===== src/rtl/rbh_pkg.sv =====
`timescale 1ns / 1ps
// ----------------------------------------------------------------------------
// rbh_pkg: shared types, constants and helpers of the ray/box hit test
// Q16.16 word type, box request layout, divider geometry and saturation.
// ----------------------------------------------------------------------------
package rbh_pkg;

    typedef logic signed [31:0] t_q;
    typedef logic signed [32:0] t_q33;

    typedef struct packed {
        t_q box_x_min;
        t_q box_x_max;
        t_q box_y_min;
        t_q box_y_max;
        t_q box_z_min;
        t_q box_z_max;
    } t_box;

    localparam t_q Q_MAX = 32'sh7FFF_FFFF;
    localparam t_q Q_MIN = 32'sh8000_0000;
    localparam t_q Q_ONE = 32'sh0001_0000;

    // Divider: 32 quotient bits, four per stage, plus setup and output stages.
    localparam int DIV_BITS    = 32;
    localparam int DIV_PER_STG = 4;
    localparam int DIV_STAGES  = DIV_BITS / DIV_PER_STG;
    localparam int DIV_LAT     = DIV_STAGES + 2;
    // Face unit: multiply, scale, offset, slab compare.
    localparam int FACE_LAT    = 4;

    localparam int CFG_REGS = 8;
    typedef enum logic [2:0] {
        REG_ORG_X = 3'd0,
        REG_ORG_Y = 3'd1,
        REG_ORG_Z = 3'd2,
        REG_DIR_X = 3'd3,
        REG_DIR_Y = 3'd4,
        REG_DIR_Z = 3'd5,
        REG_T_MIN = 3'd6,
        REG_T_MAX = 3'd7
    } t_reg_idx;

    function automatic t_q sat_q33(input t_q33 v);
        if (v > 33'sh0_7FFF_FFFF) begin
            return Q_MAX;
        end else if (v < -33'sh0_8000_0000) begin
            return Q_MIN;
        end
        return v[31:0];
    endfunction

    // Product scale: floor shift by 16 then clamp to 32 bits.
    function automatic t_q sat_prod(input logic signed [63:0] p);
        logic signed [47:0] s;
        s = 48'(p >>> 16);
        if (s > 48'sh7FFF_FFFF) begin
            return Q_MAX;
        end else if (s < -48'sh8000_0000) begin
            return Q_MIN;
        end
        return s[31:0];
    endfunction

endpackage


===== src/rtl/rbh_div.sv =====
`timescale 1ns / 1ps
// ----------------------------------------------------------------------------
// rbh_div: pipelined face-parameter divider
// q = (num * 2^16) / den truncated toward zero, saturated to Q16.16.
// ----------------------------------------------------------------------------
module rbh_div
    import rbh_pkg::*;
(
    input  logic i_clk,
    input  logic i_en,
    input  t_q33 i_num,
    input  t_q   i_den,
    output t_q   o_q
);
    logic [31:0] w_d;
    logic [32:0] w_n;

    logic [31:0] r_r   [0:DIV_STAGES];
    logic [31:0] r_x   [0:DIV_STAGES];
    logic [31:0] r_q   [0:DIV_STAGES];
    logic        r_neg [0:DIV_STAGES];
    logic        r_ovf [0:DIV_STAGES];
    t_q          r_out;

    // Denominator is ray configuration, steady while requests are in flight.
    assign w_d = i_den[31] ? 32'(-i_den) : 32'(i_den);
    assign w_n = i_num[32] ? 33'(-i_num) : 33'(i_num);

    always_ff @(posedge i_clk) begin
        if (i_en) begin
            r_r[0]   <= {15'd0, w_n[32:16]};
            r_x[0]   <= {w_n[15:0], 16'd0};
            r_q[0]   <= '0;
            r_neg[0] <= i_num[32] ^ i_den[31];
            r_ovf[0] <= {16'd0, w_n} >= {1'b0, w_d, 16'd0};
        end
    end

    for (genvar s = 0; s < DIV_STAGES; s++) begin : g_stg
        logic [31:0] n_r, n_x, n_q;

        always_comb begin
            logic [32:0] rs;
            n_r = r_r[s];
            n_x = r_x[s];
            n_q = r_q[s];
            for (int j = 0; j < DIV_PER_STG; j++) begin
                rs  = {n_r, n_x[31]};
                n_x = {n_x[30:0], 1'b0};
                if (rs >= {1'b0, w_d}) begin
                    rs  = rs - {1'b0, w_d};
                    n_q = {n_q[30:0], 1'b1};
                end else begin
                    n_q = {n_q[30:0], 1'b0};
                end
                n_r = rs[31:0];
            end
        end

        always_ff @(posedge i_clk) begin
            if (i_en) begin
                r_r[s+1]   <= n_r;
                r_x[s+1]   <= n_x;
                r_q[s+1]   <= n_q;
                r_neg[s+1] <= r_neg[s];
                r_ovf[s+1] <= r_ovf[s];
            end
        end
    end

    always_ff @(posedge i_clk) begin
        if (i_en) begin
            if (r_ovf[DIV_STAGES]) begin
                r_out <= r_neg[DIV_STAGES] ? Q_MIN : Q_MAX;
            end else if (!r_neg[DIV_STAGES]) begin
                r_out <= r_q[DIV_STAGES][31] ? Q_MAX : t_q'(r_q[DIV_STAGES]);
            end else if (r_q[DIV_STAGES] > 32'h8000_0000) begin
                r_out <= Q_MIN;
            end else begin
                r_out <= t_q'(-r_q[DIV_STAGES]);
            end
        end
    end

    assign o_q = r_out;
endmodule


===== config.mk =====
export PLATFORM = sky130hd
export DESIGN_NAME = rbh_div
export DESIGN_NICKNAME = d
export VERILOG_FILES = /design/src/rtl/rbh_pkg.sv /design/src/rtl/rbh_div.sv
export SDC_FILE = /design/constraint.sdc
export NUM_CORES = 2
export LEC_CHECK = 0
export BUFFER_PORTS_ARGS = -buffer_cell sky130_fd_sc_hd__buf_2
export CAP_MARGIN = 30
export CORE_ASPECT_RATIO = 1.5
export CORE_MARGIN = 3
export CORE_UTILIZATION = 45
export CTS_BUF_LIST = sky130_fd_sc_hd__clkbuf_16
export CTS_CLUSTER_SIZE = 25
export DETAILED_ROUTE_END_ITERATION = 8
export PLACE_DENSITY = 0.58
export SETUP_SLACK_MARGIN = 0.1
export SLEW_MARGIN = 15
export SYNTH_ARGS = -nofsm -noshare
export SYNTH_HDL_FRONTEND = slang
export SYNTH_SLANG_ARGS = --single-unit

===== constraint.sdc =====
create_clock -name i_clk -period 29.3 [get_ports i_clk]
set_input_delay 7.325 -clock i_clk [delete_from_list [all_inputs] [get_ports i_clk]]
set_output_delay 7.325 -clock i_clk [all_outputs]
set_load 0.02 [all_outputs]

==> After elaboration in Yosys (flattened, before gate mapping) <==
Memories as Yosys holds them, arrays and structs flattened.
Cells that the tools add are included.
{ "classes": {"mux": 73, "n_addsub": 35, "n_bitwise": 1, "n_lt_le_gt_ge": 34} }
{ "op_table": {"columns": ["op", "n"], "rows": [
  ["$mux W32", 37],
  ["$ge A33 B32 Y1", 32],
  ["$sub A32 B32 Y32", 32],
  ["$neg A32 Y32", 2],
  ["$ge A33 B48 Y1", 1],
  ["$mux W1", 34],
  ["$mux W33", 1],
  ["$neg A33 Y33", 1],
  ["$gt A32 B32 Y1 const B", 1],
  ["$mux W31", 1],
  ["$xor A1 B1 Y1", 1]
]} }
{ "totals": {"out_inout_bits": 32, "n_memories": 5, "reg_bits": 32, "inputBits": 67, "ram_bits": 846, "wordCells": 149} }
{ "memory_table": {"columns": ["memory", "depth", "width", "read_ports", "rd_ports_with_merged_regs", "wr", "line", "rtl"], "rows": [
  ["r_q", 9, 32, 9, 0, 9, "rbh_div.sv:20", "logic [31:0] r_q [0:DIV_STAGES];"],
  ["r_r", 9, 32, 8, 0, 9, "rbh_div.sv:18", "logic [31:0] r_r [0:DIV_STAGES];"],
  ["r_x", 9, 28, 8, 0, 9, "rbh_div.sv:19", "logic [31:0] r_x [0:DIV_STAGES];"],
  ["r_neg", 9, 1, 9, 0, 9, "rbh_div.sv:21", "logic r_neg [0:DIV_STAGES];"],
  ["r_ovf", 9, 1, 9, 0, 9, "rbh_div.sv:22", "logic r_ovf [0:DIV_STAGES];"]
]} }

==> Longest topological paths before layout <==
{ "logic_depth": {"depth_word": 10, "mapped_depth": 77, "mapped_depth_nobuf": 67} }

==> Worst setup path before layout <==
Ideal clock, no wire load.
{ "synth_path": {"path_kind": "input to register", "start": "in i_den[0]", "end": "mem r_r[4][11] (netlist: r_r[0][139]), data pin", "path_buffers": 11, "setup_ps": 262, "arrival_time_ps": 25555, "slack_ps": 3483, "required_time_ps": 29038, "cell_stages": 70, "path_cell_list": "clkbuf_1 clkinv_1 clkbuf_1 clkbuf_1 ha_1 nand2_1 a21boi_0 ha_1 nor2b_1 o31a_1 o31ai_1 a21oi_1 o311ai_1 nand3_1 o41ai_2 o21a_1 buf_2 inv_2 (+34 left out) a21oi_1 ha_1 nor2b_1 o21ai_0 a21boi_0 o21ai_0 a21oi_1 a211oi_1 o31ai_1 o41ai_1 nor2_1 or4_4 a31oi_2 o311ai_1 a21o_1 a21oi_4 buf_6 mux2_1"} }
{ "synth_rtl": {"columns": ["element", "line", "rtl"], "rows": [
  ["from (decl)", "rbh_div.sv:12", "input t_q i_den,"],
  ["to (decl)", "rbh_div.sv:18", null]
]} }

==> summary.txt <==
Clock network
  • PostCTS Resize Cnt: 0
  • TritonCTS Buffers: 55
  • Clock H-tree levels: 2
  • Root buf cell: clkbuf_16
  • Clk buf depth: 3
  • Clock insertion delay at the later pin of the skew report: 0.74 ns
  • Reg clk slew, reported paths: 0.07 ns
  • Clock sink count: 475
  • TritonCTS clock tree: built
  • Hold buffer count at CTS: 0
  • Post-CTS Setup Bufs: 0

GRT
  • Largest net degree at the start of global routing: 131
  • Total grt overflow: 0
  • Initial antenna violation count: 12
  • Total global routing track utilization: 33.21%
  • First-pass GRT wire length: 435000 um
  • Vias in the first global route: 71490

Synthesis
  • Syn Inst Count: 9458
  • Cell area after synthesis: 0.07506 sq mm
  • Most instantiated cells after synthesis: ha_1, a21oi_1, nand2_1
  • Syn_nets: 10540
  • Post-Syn Area per Cell: 7.937 sq um
  • Synth async-reset ratio: 0%
  • Ranking of synthesized cells by area: edfxtp_1, ha_1, xnor2_1
  • Yosys warnings: 0
  • Post-synth EDFFs: 475
  • Synth top area share: 19.00%
  • Post-synth cell types: 120
  • Seq/Total Area, Yosys: 19.00%
  • Post-synth top area cell: edfxtp_1
  • Count leader, synth: ha_1
  • Yosys reg bits: 475
  • Primary FF master, synth: edfxtp_1

Floorplanning
  • I/O Pins: 99
  • Die W: 339.5 um
  • Starting Density: 45.28%
  • Die H: 506.2 um
  • Die area: 0.1718 sq mm
  • Core ar.: 0.1658 sq mm
  • # rows: 183

Timing
  • Min cycle time layout: 25.16 ns
  • Final Hold Vio Count: 0
  • Slew margin rel.: 27.67%
  • Worst Max-Slew Pin Slew: 1.074 ns
  • Period utilisation layout: 85.86%
  • Final Setup Violations: 0
  • Final setup margin: 4.142 ns
  • FMAX: 0.03975 GHz
  • Clock skew: 0.05023 ns
  • RSZ-0062 raised after global routing: no
  • Slew Viols, Final: 0
  • Setup_tns: 0 ns

Place
  • Worst slack, placed: 3.595 ns
  • DP Wirelength: 233200 um
  • Routability cong.: 1.009
  • IO Port Bufs: 98
  • Dpl cell area: 0.07892 sq mm

Layout
  • Post-route cell area: 0.08097 sq mm
  • Nets@finish: 10600
  • Layout cells sized above 1: 8.055%
  • Register Area: 0.01426 sq mm
  • Fillers: 16470
  • Area of the multi-input gates: 0.05872 sq mm
  • Layout area overhead: 7.862%

Worst setup path
  • Critical Path Max Stage Delay: 0.70 ns
  • Most common cell on crit path: o21ai_0
  • CP Launch Type: primary input
  • Slowest-stage cell, CP: a221oi_1
  • Worst-path maximum fanout: 35
  • Req. time, crit path: 29.72 ns
  • WP data arrival: 25.58 ns
  • Worst setup path class: primary input to register
  • Setup crit end kind: register

Run status
  • Status: finished clean

Detailed routing
  • Vias per cell: 6.239
  • Vias: 73540
  • Router iterations before antenna repair: 6
  • 1st-iter DRT viols: 5516
  • Routed WL: 297300 um
  • Routed WL per cell: 25.22 um
  • ANT nets after route: 0
  • DR DRC count: 0

Hold path
  • Hold Crit Class: register to register

Job
  • Number of max-cap violations: 0
final cells by class:
| class | count | share of cell area [%] |
|---|---|---|
| diodes | 8 | 0.02473 |
| clock buffers | 55 | 1.700 |
| clock inverters | 47 | 0.6011 |
| inverters | 401 | 1.861 |
| multi-input cells | 8333 | 72.52 |
| flip-flops and latches | 475 | 17.62 |
| well taps | 2220 | 3.431 |
| repair buffers | 248 | 2.247 |
worst max-delay path, delay by kind of cell:
kind,cells,cell delay (ns)
compound gates,32,9.45
simple gates,17,3.49
buf+inv,8,2.53
fa+ha+maj,5,1.73
xor+xnor,1,0.53
mux,1,0.36
cell families after synthesis:
family,count (synthesis),synth area share (%)
DFF,475,19.00
AOI/OAI and AO/OA,3169,26.83
adders and majority gates,1033,17.38
xor gates and xnor gates,853,10.04
buffers and inverters,650,3.397
muxes,300,4.497
and+or+nand+nor,2978,18.85
layout by cell type, fill, tap and decap left out, drive strengths merged, types with 78 or more instances in the layout:
cell and instances:
nand3 182, nor2b 130, nand4 147, and3 95, o31ai 109, nor3 195, buf 245, nand2b 144
a211oi 78, a21oi 981, o21a 118, ha 998, or3 98, o21ai 725, xor2 240, nor2 848
a21o 422, nand2 885, inv 410, xnor2 608, mux2 265, edfxtp 475, a31oi 95, o21bai 147
flip-flops by register name (all words and copies together), names as in the netlist:
signal	cells
r_x	40
r_neg	9
r_r	241
o_q	32
r_ovf	9
r_q	144
path summary, 6_finish.rpt:
kind	startpoint	end	slack, ns	cells after the start
min	r_q[0][106]	r_q[0][142]	0.41	0
min reg2reg	r_q[0][106]	r_q[0][142]	0.41	0
max reg2reg	r_r[0][192]	r_r[0][227]	12.88	56
max	i_den[0]	r_r[0][227]	4.14	64
layer usage:
metal  part of all wire (%)  global-route usage [%]
met5                  0.015                       0
met4                     11                   29.08
met3                    5.4                   4.210
met2                     47                   57.40
met1                     37                   35.68
stage by stage:
step           util [%]  instances  hold slack, ns
6_report          48.84      11790          0.4104
4_1_cts           48.73      11770          0.4120
5_1_grt           48.84      11790          0.4214
2_1_floorplan         -       9458          0.4003
3_3_place_gp      47.58      11660          0.4004
3_5_place_dp      47.61      11670          0.4045
Power is left out: the tool's default activity adds up to more than one toggle a clock period on the data nets, which glitch-free logic cannot reach.
